### src/sv/can_bus_traffic_monitor_unit_defines.svh
// Assertion helpers shared by the monitor modules.
`ifndef CAN_BUS_TRAFFIC_MONITOR_UNIT_DEFINES_SVH
`define CAN_BUS_TRAFFIC_MONITOR_UNIT_DEFINES_SVH

// same-cycle implication
`define CBTM_ASSERT_NOW(lbl, ante, cons, msg) \
	lbl: assert property (@(posedge clk) disable iff (!arst_n) (ante) |-> (cons)) else $error(msg);

// next-cycle implication
`define CBTM_ASSERT_NEXT(lbl, ante, cons, msg) \
	lbl: assert property (@(posedge clk) disable iff (!arst_n) (ante) |=> (cons)) else $error(msg);

`endif

### src/sv/cbtm_pkg.sv
package cbtm_pkg;

	typedef struct packed {
		logic        kind;
		logic [28:0] frame_id;
		logic        extended;
		logic [3:0]  length;
		logic [31:0] now_ms;
	} req_t;

	typedef struct packed {
		logic [2:0]  status;
		logic [4:0]  node_index;
		logic [4:0]  node_type;
		logic [7:0]  node_maker;
		logic [5:0]  node_number;
		logic [31:0] node_frames;
		logic [15:0] node_rate;
		logic        node_quiet;
		logic [15:0] bus_load;
		logic [31:0] total_frames;
		logic        heartbeat_alive;
		logic        last_of_run;
	} res_t;

	typedef struct packed {
		logic [4:0]  typ;
		logic [7:0]  maker;
		logic [5:0]  number;
		logic [31:0] frames;
		logic [15:0] window;
		logic [31:0] last;
		logic        quiet;
		logic [15:0] rate;
	} slot_t;

	localparam int SLOT_W = $bits(slot_t);

	localparam logic [2:0] ST_IGNORED = 3'd0;
	localparam logic [2:0] ST_BCAST   = 3'd1;
	localparam logic [2:0] ST_UPDATED = 3'd2;
	localparam logic [2:0] ST_ADDED   = 3'd3;
	localparam logic [2:0] ST_FULL    = 3'd4;
	localparam logic [2:0] ST_TICK    = 3'd5;

	localparam int CFG_IDX_W  = 2;
	localparam int CFG_DATA_W = 29;
	localparam logic [CFG_IDX_W-1:0] REG_BIT_RATE  = 2'd0;
	localparam logic [CFG_IDX_W-1:0] REG_HEARTBEAT = 2'd1;
	localparam logic [CFG_IDX_W-1:0] REG_WINDOW    = 2'd2;
	localparam logic [CFG_IDX_W-1:0] REG_QUIET     = 2'd3;

	localparam logic [22:0] BIT_RATE_RST  = 23'd1000000;
	localparam logic [28:0] HEARTBEAT_RST = 29'h01011840;
	localparam logic [15:0] WINDOW_RST    = 16'd500;
	localparam logic [15:0] QUIET_RST     = 16'd1000;

	localparam logic [6:0] REPORT_CAP = 7'd32;

	localparam int NUM_W = 56;
	localparam int DEN_W = 55;
	localparam int QUO_W = 16;

	typedef struct packed {
		logic       latch;
		logic       frame_pre;
		logic       tick_pre;
		logic       load_mul;
		logic       rate_mul;
		logic       div_start;
		logic       load_upd;
		logic       idx_clr;
		logic       idx_inc;
		logic       ram_rd;
		logic       wr_hit;
		logic       wr_new;
		logic       wr_tick;
		logic       emit;
		logic [2:0] est;
	} cmd_t;

	typedef struct packed {
		logic kind;
		logic ext;
		logic bcast;
		logic cnt_zero;
		logic cnt_full;
		logic close;
		logic match;
		logic idx_last;
		logic div_done;
	} sts_t;

	// average halfway toward the new value; zero means no average yet
	function automatic logic [15:0] blend(input logic [15:0] avg, input logic [15:0] fresh);
		logic [16:0] s;
		s = 17'(avg) + 17'(fresh);
		return (avg == 16'd0) ? fresh : s[16:1];
	endfunction

	// wire bits of a frame with one fifth added for stuffing
	function automatic logic [7:0] wire_bits(input logic ext, input logic [3:0] len);
		logic [3:0]  l;
		logic [7:0]  raw;
		logic [15:0] p;
		l   = (len > 4'd8) ? 4'd8 : len;
		raw = (ext ? 8'd67 : 8'd47) + {1'b0, l, 3'b000};
		p   = 16'(raw) * 16'd205;  // raw/5 exact for raw below 160
		return raw + {2'b00, p[15:10]};
	endfunction

endpackage

### src/sv/cbtm_ctrl.sv
`include "can_bus_traffic_monitor_unit_defines.svh"

module cbtm_ctrl (
	input  logic           clk,
	input  logic           arst_n,
	input  logic           start,
	output logic           busy,
	input  cbtm_pkg::sts_t sts,
	output cbtm_pkg::cmd_t cmd
);
	localparam logic [3:0] S_IDLE = 4'd0;
	localparam logic [3:0] S_DEC  = 4'd1;
	localparam logic [3:0] S_FSEL = 4'd2;
	localparam logic [3:0] S_TSEL = 4'd3;
	localparam logic [3:0] S_LST  = 4'd4;
	localparam logic [3:0] S_LDIV = 4'd5;
	localparam logic [3:0] S_LEND = 4'd6;
	localparam logic [3:0] S_RD   = 4'd7;
	localparam logic [3:0] S_CHK  = 4'd8;
	localparam logic [3:0] S_RST  = 4'd9;
	localparam logic [3:0] S_RDIV = 4'd10;
	localparam logic [3:0] S_TWR  = 4'd11;

	logic [3:0] state_q;
	logic [3:0] state_d;

	always_comb begin
		cmd     = '0;
		state_d = state_q;
		case (state_q)
			S_IDLE: begin
				if (start) begin
					cmd.latch = 1'b1;
					state_d   = S_DEC;
				end
			end
			S_DEC: begin
				if (sts.kind) begin
					cmd.tick_pre = 1'b1;
					state_d      = S_TSEL;
				end else begin
					cmd.frame_pre = 1'b1;
					state_d       = S_FSEL;
				end
			end
			S_FSEL: begin
				if (!sts.ext) begin
					cmd.emit = 1'b1;
					cmd.est  = cbtm_pkg::ST_IGNORED;
					state_d  = S_IDLE;
				end else if (sts.bcast) begin
					cmd.emit = 1'b1;
					cmd.est  = cbtm_pkg::ST_BCAST;
					state_d  = S_IDLE;
				end else if (sts.cnt_zero) begin
					cmd.wr_new = 1'b1;
					cmd.emit   = 1'b1;
					cmd.est    = cbtm_pkg::ST_ADDED;
					state_d    = S_IDLE;
				end else begin
					cmd.idx_clr = 1'b1;
					state_d     = S_RD;
				end
			end
			S_TSEL: begin
				if (sts.close) begin
					cmd.load_mul = 1'b1;
					state_d      = S_LST;
				end else if (sts.cnt_zero) begin
					cmd.emit = 1'b1;
					cmd.est  = cbtm_pkg::ST_TICK;
					state_d  = S_IDLE;
				end else begin
					cmd.idx_clr = 1'b1;
					state_d     = S_RD;
				end
			end
			S_LST: begin
				cmd.div_start = 1'b1;
				state_d       = S_LDIV;
			end
			S_LDIV: begin
				if (sts.div_done) begin
					cmd.load_upd = 1'b1;
					state_d      = S_LEND;
				end
			end
			S_LEND: begin
				if (sts.cnt_zero) begin
					cmd.emit = 1'b1;
					cmd.est  = cbtm_pkg::ST_TICK;
					state_d  = S_IDLE;
				end else begin
					cmd.idx_clr = 1'b1;
					state_d     = S_RD;
				end
			end
			S_RD: begin
				cmd.ram_rd = 1'b1;
				state_d    = S_CHK;
			end
			S_CHK: begin
				if (sts.kind) begin
					if (sts.close) begin
						cmd.rate_mul = 1'b1;
						state_d      = S_RST;
					end else begin
						state_d = S_TWR;
					end
				end else if (sts.match) begin
					cmd.wr_hit = 1'b1;
					cmd.emit   = 1'b1;
					cmd.est    = cbtm_pkg::ST_UPDATED;
					state_d    = S_IDLE;
				end else if (!sts.idx_last) begin
					cmd.idx_inc = 1'b1;
					state_d     = S_RD;
				end else if (sts.cnt_full) begin
					cmd.emit = 1'b1;
					cmd.est  = cbtm_pkg::ST_FULL;
					state_d  = S_IDLE;
				end else begin
					cmd.wr_new = 1'b1;
					cmd.emit   = 1'b1;
					cmd.est    = cbtm_pkg::ST_ADDED;
					state_d    = S_IDLE;
				end
			end
			S_RST: begin
				cmd.div_start = 1'b1;
				state_d       = S_RDIV;
			end
			S_RDIV: begin
				if (sts.div_done) begin
					state_d = S_TWR;
				end
			end
			S_TWR: begin
				cmd.wr_tick = 1'b1;
				cmd.emit    = 1'b1;
				cmd.est     = cbtm_pkg::ST_TICK;
				if (sts.idx_last) begin
					state_d = S_IDLE;
				end else begin
					cmd.idx_inc = 1'b1;
					state_d     = S_RD;
				end
			end
			default: begin
				state_d = S_IDLE;
			end
		endcase
	end

	always_ff @(posedge clk or negedge arst_n) begin
		if (!arst_n) begin
			state_q <= S_IDLE;
		end else begin
			state_q <= state_d;
		end
	end

	assign busy = state_q != S_IDLE;

	`CBTM_ASSERT_NEXT(a_accept_decodes, start && (state_q == S_IDLE), state_q == S_DEC, "accepted request not decoded")
	`CBTM_ASSERT_NEXT(a_div_waits, cmd.div_start, (state_q == S_LDIV) || (state_q == S_RDIV), "divider started without wait")
	`CBTM_ASSERT_NEXT(a_emit_finishes, cmd.emit && (state_q != S_TWR), state_q == S_IDLE, "single result not followed by idle")
endmodule

### config.mk
export PLATFORM = sky130hd
export DESIGN_NAME = cbtm_ctrl
export DESIGN_NICKNAME = d
export VERILOG_FILES = /design/src/sv/cbtm_pkg.sv /design/src/sv/cbtm_ctrl.sv
export VERILOG_INCLUDE_DIRS = /design/src /design/src/sv
export SDC_FILE = /design/constraint.sdc
export NUM_CORES = 1
export LEC_CHECK = 0
export BUFFER_PORTS_ARGS = -buffer_cell sky130_fd_sc_hd__buf_2
export CAP_MARGIN = 20
export CORE_MARGIN = 8
export CORE_UTILIZATION = 40
export CTS_CLUSTER_SIZE = 30
export DETAILED_ROUTE_END_ITERATION = 16
export PLACE_DENSITY = 0.65
export SLEW_MARGIN = 15
export SYNTH_ARGS = -nofsm -noshare
export SYNTH_HDL_FRONTEND = slang
export SYNTH_SLANG_ARGS = --single-unit
### constraint.sdc
create_clock -name clk -period 4.8 [get_ports clk]
set_clock_uncertainty 0.15 [all_clocks]
set_input_delay 0.96 -clock clk [delete_from_list [all_inputs] [get_ports clk]]
set_output_delay 0.96 -clock clk [all_outputs]
set_load 0.02 [all_outputs]
# ---- After elaboration in Yosys (flattened, before gate mapping)
# Cells that the tools add are included.
dict set report totals {
  memories 0
  mem_bits_ro 0
  register_bits 4
  ramBits 0
  latchBits 0
  elab_cells 75
  out_inout_bits 18
}
dict set report classes {
  n_addsub 0
  bitwise_logic 0
  multipliers 0
  div 0
  n_shift 0
  reduce_logical 4
  order_cmp 0
  n_eq_ne 14
  mux 56
}
# operator n
set ops {}
lappend ops {{2-to-1 mux 4 bit} 13}
lappend ops {{one-hot mux 4 bit (12 select lines)} 1}
lappend ops {{2-to-1 mux 1 bit} 29}
lappend ops {{one-hot mux 4 bit (5 select lines)} 1}
lappend ops {{2-to-1 mux 3 bit} 6}
lappend ops {{== test 4 x 3 -> 1 bit, second input constant} 4}
lappend ops {{== test 4 bit, second input constant} 4}
lappend ops {{== test 4 x 2 -> 1 bit, second input constant} 2}
lappend ops {{2-to-1 mux 2 bit} 3}
lappend ops {{inequality test 2 bit, second input constant} 3}
lappend ops {{== test 4 x 1 -> 1 bit, second input constant} 1}
lappend ops {{logical NOT 4 bit} 1}
lappend ops {{one-hot mux 1 bit (2 select lines)} 2}
lappend ops {{nonzero test 4 bit} 1}
lappend ops {{one-hot mux 1 bit (3 select lines)} 1}
lappend ops {{AND reduction 3 bit} 1}
lappend ops {{OR reduction 2 bit} 1}

# ---- Logic depth before layout (Yosys ltp)
# Gate-level depths: netlist of run 1.
dict set report logic_depth {
  word_depth 5
  depth_mapped 5
  ltp_nobuf 4
}

# ---- Worst setup path after synthesis of run 1
# OpenSTA, ideal clock, no wires.
dict set report synth_path {
  kind {in2out}
  start {input port sts[8] (netlist name)}
  end {output port cmd[1] (netlist name)}
  required_ps 3690
  setup_slack_ps 1697
  t_arrival_ps 1993
  cell_stages 2
  path_cell_list {or4_4 o21ai_0}
}
# item line_no
set synth_rtl {}
lappend synth_rtl {{from (decl)} cbtm_ctrl.sv:8} ;# input cbtm_pkg::sts_t sts,
lappend synth_rtl {{to (decl)} cbtm_ctrl.sv:9} ;# output cbtm_pkg::cmd_t cmd

==> summary.txt, run 1 <==
Run status
  • Status: finished clean

Synth
  • Post-synth EDFFs: 0
  • Unique masters post-synth: 37
  • Top FF cell, synth: dfrtp_1
  • #FFs+latches synth: 4
  • Syn_nets: around 110
  • Share of flip-flops with an asynchronous set or reset: 1.000
  • Syn avg cell area: about 6.7 um2
  • YS warnings: 0
  • Mapped Area: 680.7 um2
  • Sequential fraction of the synthesis area: 0.1471
  • Mapped Cells: roughly 100

Final layout
  • Final Util: 0.4944
  • Top Registers: state_q: 4 flops
  • ANT cells: 0
  • Largest Register: state_q
  • P&R area growth vs syn: 21.32%
  • Ratio of cells with drive above 1 in the final layout: 0.3040
  • Max reg flops: 4
  • Most frequent cells in the layout: buf_2 (29), nor2_1 (14), nand2_1 (12)
  • Final nets: roughly 140
  • Most common cell after layout, fill and taps aside: buf_2

Worst hold path
  • HP Class: input port to asynchronous set/reset pin

Worst setup path
  • Largest delay share family, worst path: simple AND/OR/NAND/NOR gates
  • Critical path startpoint: state_q[1]
  • Slowest Stage Delay on Critical Path: approximately 0.70 ns
  • CP bufs+invs: 1
  • Arrival @ worst endpoint: ~2.3 ns
  • CP max FO: 20
  • Type of the worst setup path: register to output port
  • RR Startpoint: state_q[1]
  • Setup crit start kind: register
  • CP endpoint kind: output port
  • CP max-delay cell: dfrtp_1
  • CP cell instances: or4b_4 > nor3b_4 > o21bai_1 > o31ai_1 > buf_2
  • Required time of the critical path: ~3.7 ns

Floorplan
  • Initial Utilization: 0.4075
  • # IOs: 30
  • Area of the core: 1670 um2
  • Die Wd: about 57 um
  • Chip Height: approximately 57 um
  • Number of cell rows: 15
  • Die Area: approximately 3300 um2

Route
  • Antenna viol nets, final: 0
  • Final wirelength: ~2100 um
  • Wire length per cell: 14.96 um
  • Post-DR vias/cell: slightly below 6
  • First-pass iteration count of the detailed router: 4
  • Starting DRC count in detailed routing: 22
  • Drt drc: 0
  • Vias: roughly 840

Clocking
  • CTS Buf Count: 3
  • Clk slew on worst S/H paths: approximately 0.040 ns
  • Htree depth: 1
  • CTS sink cnt: 4
  • PostCTS Resize Cnt: 0
  • Clock Path Buffers: 2
  • # hold bufs at CTS: 0
  • Setup Buffers After CTS: 0
  • CTS tree: built
  • Clk Tree Root Cell: clkbuf_4
  • Clock latency on the worst-skew pair: between 0.2 and 0.25 ns

GRT
  • Number of global-route vias before repair: 819
  • Initial antenna violation count: 0
  • Largest net degree at the start of global routing: 22
  • Global route overflow: 0
  • First-pass GRT wire length: ~3700 um
  • Total GRT Usage: 0.1340

Timing
  • Worst slew pin tran: between 0.5 and 0.6 ns
  • Count of final setup violators: 0
  • Hold Slack: ~0.37 ns
  • Final Hold Vio Count: 0
  • Tmin final: 3.364 ns
  • Slew Limit Fails: 0
  • Slew Limit Headroom: 0.6088
  • Setup tns final: 0 ns
  • Final WS setup: about 1.4 ns
  • RSZ-0062 raised after global routing: false
  • Post-route clock period utilization: 0.7008
  • Max Clk Rate: ~0.30 GHz

Pwr
  • Pleak: 0.4286 nW
  • Peak supply drop: ~270 uV
  • PwrDens: roughly 540 nW/um2

Job
  • Max-cap violations: 0

Placed design
  • Placer Congestion: ~0.85
  • Pre-CTS setup slack: about 1.5 ns
  • Dpl hpwl: roughly 1600 um
  • Port Buffers: 29
## Yosys cell counts, types with 3 or more instances
cell type  instances  share of area
inv_1              3          0.017
o21ai_0            8          0.059
a21oi_1            4          0.029
nor3_1             4          0.029
dfrtp_1            4           0.15
nand2_1           12          0.066
a31oi_1            3          0.028
clkbuf_1           6          0.033
and3_1             3          0.028
nor2_1            14          0.077
a21o_1             3          0.033
nor2b_1            4          0.037
nand2b_1           4          0.037
## per-layer routing
metal  track usage  part of all wire
met1        0.1609              0.45
met2        0.2222              0.47
met3       0.04260             0.070
met5             0                 0
met4       0.03571             0.012
## per-stage QoR
step,cell area [um2],total power [W],cells
global route,825.8,0.0004939,142
finish,825.8,0.0004468,142
CTS,825.8,0.0004491,142
floorplan,680.7,0.0003314,102
global placement,803.3,0.0003988,139
detailed placement,803.3,0.0004041,139
## logic make-up after synthesis
group / count (synthesis) / synth area share
buffers and inverters: 12 / 0.08088
flip-flops: 4 / 0.1471
AO/OA/AOI/OAI: 30 / 0.2905
AND/OR/NAND/NOR: 56 / 0.4816
## power breakdown
part	switching (W)	internal [W]
Sequential	0.0000680	0.0000491
Clock	0.0000133	0.0000279
Combinational	0.000167	0.000121
Total	0.000249	0.000198
## cell type report
| type | instances | area (um2) |
|---|---|---|
| Tap cell | 17 | 21.27 |
| Timing Repair Buffer | 29 | 145.1 |
| Clock buffer | 3 | 22.52 |
| Fill cell | 185 | 844.6 |
| Sequential cell | 4 | 100.1 |
| Multi-Input combinational cell | 86 | 525.5 |
| Inverter | 3 | 11.26 |
## final timing paths
| kind | endpoint | slack, ns | depth (start not counted) |
|---|---|---|---|
| worst max-delay path | cmd[9] | 1.44 | 5 |
| worst min-delay path | state_q[2] | 0.37 | 1 |
| worst max register to register | state_q[2] | 2.64 | 4 |
| worst min register to register | state_q[3] | 0.72 | 1 |
| max in group asynchronous | state_q[0] | 4.01 | 1 |
| min in group clk | state_q[3] | 0.72 | 1 |
No activity file was read; power rests on OpenSTA's default activity.
==> run 2: changes to the inputs <==
PLACE_DENSITY = 0.68   (was 0.65)
clock period = 2.9 ns   (was 4.8 ns; I/O delays follow)
==> summary.txt, run 2 (synthesis gave the netlist of run 1 again) <==
Run status
  • Status: finished clean (unchanged)

Pwr
  • Pleak: 0.4574 nW (was 0.4286 nW)
  • Peak supply drop: 443.1 uV (was 274.7 uV)
  • PwrDens: 899.1 nW/um2 (was 541.0 nW/um2)

Final layout
  • Most common cell after layout, fill and taps aside: buf_2 (unchanged)
  • Final Util: 0.5228 (was 0.4944)
  • FF/Latch Area: 100.1 um2 (unchanged)
  • Ratio of cells with drive above 1 in the final layout: 0.3282 (was 0.3040)
  • P&R area growth vs syn: 28.31% (was 21.32%)
  • Area of the multi-input gates: 525.5 um2 (unchanged)
  • Most frequent cells in the layout: buf_2 (29), nor2_1 (14), nand2_1 (12) (unchanged)
  • Max reg flops: 4 (unchanged)
  • Final Cell Area: 873.3 um2 (was 825.8 um2)
  • Fillers: 180 (was 185)
  • Largest Register: state_q (unchanged)
  • Final nets: 145 (was 139)
  • Top Registers: state_q: 4 flops (unchanged)
  • ANT cells: 0 (unchanged)

Placed design
  • Dpl hpwl: 1633 um (was 1603 um)
  • Port Buffers: 29 (unchanged)
  • Placer Congestion: 0.8838 (was 0.8501)
  • Pre-CTS setup slack: 0.3473 ns (was 1.499 ns)
  • Placed cell area: 840.8 um2 (was 803.3 um2)

GRT
  • First-pass GRT wire length: 3553 um (was 3698 um)
  • Initial antenna violation count: 0 (unchanged)
  • Total GRT Usage: 0.1289 (was 0.1340)
  • Number of global-route vias before repair: 821 (was 819)
  • Global route overflow: 0 (unchanged)
  • Largest net degree at the start of global routing: 21 (was 22)

Clocking
  • Setup Buffers After CTS: 0 (unchanged)
  • CTS sink cnt: 4 (unchanged)
  • Clock latency on the worst-skew pair: 0.23 ns (about the same)
  • CTS Buf Count: 3 (unchanged)
  • CTS tree: built (unchanged)
  • Clk Tree Root Cell: clkbuf_4 (unchanged)
  • Clock Path Buffers: 2 (unchanged)
  • Clk slew on worst S/H paths: 0.04 ns (about the same)
  • Htree depth: 1 (unchanged)

Floorplan
  • Chip Height: 57.25 um (unchanged)
  • Area of the core: 1670 um2 (unchanged)
  • Die Wd: 57.25 um (unchanged)
  • Number of cell rows: 15 (unchanged)
  • # IOs: 30 (unchanged)
  • Initial Utilization: 0.4075 (unchanged)
  • Die Area: 3278 um2 (unchanged)

Route
  • Vias: 858 (was 835)
  • Post-DR vias/cell: 5.797 (was 5.880)
  • Final wirelength: 2170 um (was 2124 um)
  • Antenna viol nets, final: 0 (unchanged)
  • Starting DRC count in detailed routing: 36 (was 22)
  • Drt drc: 0 (unchanged)
  • First-pass iteration count of the detailed router: 4 (unchanged)
  • Wire length per cell: 14.66 um (was 14.96 um)

Worst setup path
  • Type of the worst setup path: register to output port (unchanged)
  • CP endpoint kind: output port (unchanged)
  • CP max FO: 4 (was 20)
  • Setup crit start kind: register (unchanged)
  • Arrival @ worst endpoint: 1.95 ns (was 2.25 ns)
  • R2R Setup Slk: 1.08 ns (was 2.64 ns)
  • Required time of the critical path: 2.17 ns (was 3.69 ns)

Timing
  • Setup tns final: 0 ns (unchanged)
  • Slew Limit Fails: 0 (unchanged)
  • Tmin final: 2.684 ns
  • Slew Limit Headroom: 0.8023 (was 0.6088)
  • Final Hold Vio Count: 0 (unchanged)
  • Worst slew pin tran: 0.2939 ns (was 0.5867 ns)
  • Final WS setup: 0.2163 ns (was 1.436 ns)
  • RSZ-0062 raised after global routing: false (unchanged)
  • Max Clk Rate: between 0.3 and 0.4 GHz
  • Count of final setup violators: 0 (unchanged)
  • Post-route clock period utilization: 0.9254

Worst hold path
  • HP Class: input port to asynchronous set/reset pin (unchanged)

Job
  • Max-cap violations: 0 (unchanged)
-- run 2: changes by cell type in the layout (fill, tap and decap cells not counted), sizes merged --
| cell | before | now |
|---|---|---|
| buf | 29 | 34 |
| dlygate4sd3 | 0 | 1 |
-- run 2: final timing paths --
check | from | end | cells past startpoint
min | arst_n | state_q[2] | 2
min in group clk | state_q[3] | state_q[0] | 4
max reg2reg | state_q[0] | state_q[1] | 4
max | state_q[0] | cmd[9] | 5
min reg2reg | state_q[3] | state_q[0] | 4
max in group asynchronous | arst_n | state_q[3] | 2
-- run 2: through the flow --
step	power, W	hold slack (ns)	instances
floorplan	0.0005485	0.1344	102
global placement	0.0007043	0.2327	144
detailed placement	0.0007113	0.2351	144
CTS	0.0007816	0.5345	148
global route	0.0008537	0.5562	148
finish	0.0007853	0.5673	148
-- run 2: critical path: stages, from the launching register on --
cell	delay (ns)
dfrtp_1	0.38
or4b_4	0.57
nor3b_4	0.30
o21bai_1	0.17
o31ai_1	0.10
buf_2	0.21
-- run 2: final cells by class --
| cell class | instances | area share |
|---|---|---|
| clock buffer | 3 | 0.02579 |
| tap | 17 | 0.02436 |
| multi-input combinational | 86 | 0.6017 |
| inverter | 3 | 0.01289 |
| sequential | 4 | 0.1146 |
| timing repair buffer | 35 | 0.2206 |
-- run 2: per-layer routing --
layer | vias up | GRT usage | routed length (um)
li1 | 426 | - | -
met1 | 392 | 0.1558 | 933
met2 | 38 | 0.2158 | 1049
met3 | 2 | 0.02915 | 163
met4 | 0 | 0.04643 | 23
met5 | - | 0 | 0
-- run 2: power breakdown --
| group | leakage, nW | internal [W] | total [W] | switching, W |
|---|---|---|---|---|
| Sequential | 0.0508 | 0.0000831 | 0.000103 | 0.0000201 |
| Clock | 0.0138 | 0.0000462 | 0.0000677 | 0.0000215 |
| Combinational | 0.393 | 0.000238 | 0.000614 | 0.000376 |
-- run 2: what timing repair did --
item                                   4_1_cts  5_1_grt
resized for setup                            0        0
setup endpoints to repair                    0        0
hold buffers                                 1        0
endpoints found under the hold margin        4        0
==> run 3: changes to the inputs <==
==> constraint.sdc (replaced) <==
create_clock -name clk -period 2.9 [get_ports clk]
set_clock_uncertainty 0.15 [all_clocks]
set_input_delay 0.725 -clock clk [delete_from_list [all_inputs] [get_ports clk]]
set_output_delay 0.725 -clock clk [all_outputs]
set_load 0.02 [all_outputs]
==> summary.txt, run 3 (synthesis gave the netlist of run 1 again) <==
Pwr
  • Peak supply drop: 434.8 uV (was 443.1 uV)
  • PwrDens: 886.4 nW/um2 (was 899.1 nW/um2)
  • Pleak: 0.4654 nW (was 0.4574 nW)

Route
  • Wire length per cell: 14.44 um (was 14.66 um)
  • Post-DR vias/cell: 5.673 (was 5.797)
  • Vias: 851 (was 858)
  • Starting DRC count in detailed routing: 14 (was 36)
  • Antenna viol nets, final: 0 (unchanged)
  • Drt drc: 0 (unchanged)
  • First-pass iteration count of the detailed router: 4 (unchanged)
  • Final wirelength: 2166 um (was 2170 um)

Worst setup path
  • CP cell instances: buf_4 > or4_4 > nor4b_4 > or3_1 > buf_2 (was or4b_4 > nor3b_4 > o21bai_1 > o31ai_1 > buf_2)
  • Setup crit start kind: register (unchanged)
  • CP max FO: 20 (was 4)
  • CP endpoint kind: output port (unchanged)
  • Arrival @ worst endpoint: 1.92 ns (was 1.95 ns)
  • R2R Path End: state_q[2] (was state_q[1])
  • CP bufs+invs: 2 (was 1)
  • CP max-delay cell: or4_4 (was or4b_4)
  • R2R Setup Slk: 1.12 ns (was 1.08 ns)
  • Cells on worst reg2reg path: 4 (unchanged)
  • Required time of the critical path: 2.03 ns (was 2.17 ns)
  • Type of the worst setup path: register to output port (unchanged)
  • RR Startpoint: state_q[0] (unchanged)
  • Slowest Stage Delay on Critical Path: 0.58 ns (was 0.57 ns)
  • Critical path startpoint: state_q[0] (unchanged)
  • Largest delay share family, worst path: simple AND/OR/NAND/NOR gates (unchanged)

GRT
  • Total GRT Usage: 0.1372 (was 0.1289)
  • Met3 track demand over resource: 0.02018 (was 0.02915)
  • Layer with the highest usage: met2 (unchanged)
  • Number of global-route vias before repair: 870 (was 821)
  • Global route overflow: 0 (unchanged)
  • First-pass GRT wire length: 3795 um (was 3553 um)
  • Largest net degree at the start of global routing: 21 (unchanged)
  • Met2 Usage GRT: 0.2432 (was 0.2158)
  • Initial antenna violation count: 0 (unchanged)
  • Met1 Track Usage GR: 0.1635 (was 0.1558)

Timing
  • Setup tns final: 0 ns (unchanged)
  • Max Clk Rate: 0.3574 GHz (was 0.3726 GHz)
  • Slew Limit Fails: 0 (unchanged)
  • Slew Limit Headroom: 0.8164 (was 0.8023)
  • RSZ-0062 raised after global routing: false (unchanged)
  • Final Hold Vio Count: 0 (unchanged)
  • Tmin final: 2.798 ns (was 2.684 ns)
  • Worst slew pin tran: 0.2729 ns (was 0.2939 ns)
  • Post-route clock period utilization: 0.9647 (was 0.9254)
  • Count of final setup violators: 0 (unchanged)

Job
  • Max-cap violations: 0 (unchanged)

Placed design
  • Placed cell area: 855.8 um2 (was 840.8 um2)
  • Port Buffers: 29 (unchanged)
  • Dpl hpwl: 1680 um (was 1633 um)
  • Placer Congestion: 0.8833 (was 0.8838)

Clocking
  • CTS sink cnt: 4 (unchanged)
  • CTS tree: built (unchanged)
  • Clock Path Buffers: 2 (unchanged)
  • # hold bufs at CTS: 0 (was 1)
  • Htree depth: 1 (unchanged)
  • Clk slew on worst S/H paths: 0.04 ns (about the same)
  • Clock latency on the worst-skew pair: 0.25 ns (was 0.23 ns)
  • CTS Buf Count: 3 (unchanged)
  • Clk Tree Root Cell: clkbuf_4 (unchanged)

Final layout
  • Final Util: 0.5363 (was 0.5228)
  • Top Registers: state_q: 4 flops (unchanged)
  • ANT cells: 0 (unchanged)
  • Ratio of cells with drive above 1 in the final layout: 0.3609 (was 0.3282)
  • FF/Latch Area: 100.1 um2 (unchanged)
  • Final Cell Area: 895.9 um2 (was 873.3 um2)
  • P&R area growth vs syn: 31.62% (was 28.31%)
  • Fillers: 186 (was 180)
  • Max reg flops: 4 (unchanged)
  • Most common cell after layout, fill and taps aside: buf_2 (unchanged)
  • Largest Register: state_q (unchanged)
  • Final nets: 147 (was 145)
  • Area of the multi-input gates: 535.5 um2 (was 525.5 um2)
  • Most frequent cells in the layout: buf_2 (29), nor2_1 (14), nand2_1 (12) (unchanged)

Floorplan
  • Initial Utilization: 0.4075 (unchanged)
  • Chip Height: 57.25 um (unchanged)
  • Die Area: 3278 um2 (unchanged)
  • Die Wd: 57.25 um (unchanged)
  • Area of the core: 1670 um2 (unchanged)
  • Number of cell rows: 15 (unchanged)
  • # IOs: 30 (unchanged)

Worst hold path
  • HP Class: input port to asynchronous set/reset pin (unchanged)

Run status
  • Status: finished clean (unchanged)
==> run 3: worst max-delay path by stage <==
| stage | to | slack [ns] | cells after the start |
|---|---|---|---|
| 4_1_cts | cmd[9] | 0.05 | 5 |
| 5_1_grt | cmd[9] | 0.03 | 5 |
| 2_1_floorplan | cmd[1] | 0.27 | 2 |
| 3_3_place_gp | cmd[2] | 0.15 | 5 |
| 6_report | cmd[0] | 0.10 | 5 |
| 3_5_place_dp | cmd[0] | 0.13 | 5 |
==> run 3: metrics by stage <==
stage | hold slack, ns | total power (W) | setup WS [ns] | cells
after floorplan | 0.2794 | 0.0005485 | 0.2670 | 102
after detailed placement | 0.3803 | 0.0007142 | 0.1266 | 146
final | 0.1192 | 0.0007941 | 0.1023 | 150
after global routing | 0.1235 | 0.0008726 | 0.02603 | 150
after global placement | 0.3775 | 0.0007054 | 0.1499 | 146
after CTS | 0.1199 | 0.0007908 | 0.05302 | 149
==> run 3: layout make-up <==
type	instances	area share
clock buffers	3	0.02514
repair buffers	37	0.2291
multi-input cells	86	0.5978
well taps	17	0.02374
flip-flops and latches	4	0.1117
inverters	3	0.01257
==> run 3: timing repair <==
item                                    CTS  global route
gates resized for setup                   0             2
setup buffers                             0             1
endpoints found under the setup margin    0             2
==> run 3: metal layers <==
metal | share of wire | vias up
met3 | 0.051 | 3
met5 | 0 | -
li1 | - | 432
met1 | 0.46 | 386
met2 | 0.48 | 30
met4 | 0.0088 | 0
==> run 3: power by group <==
part           internal, W  switching, W
registers        0.0000830     0.0000188
clock network    0.0000465     0.0000264
logic             0.000241      0.000378
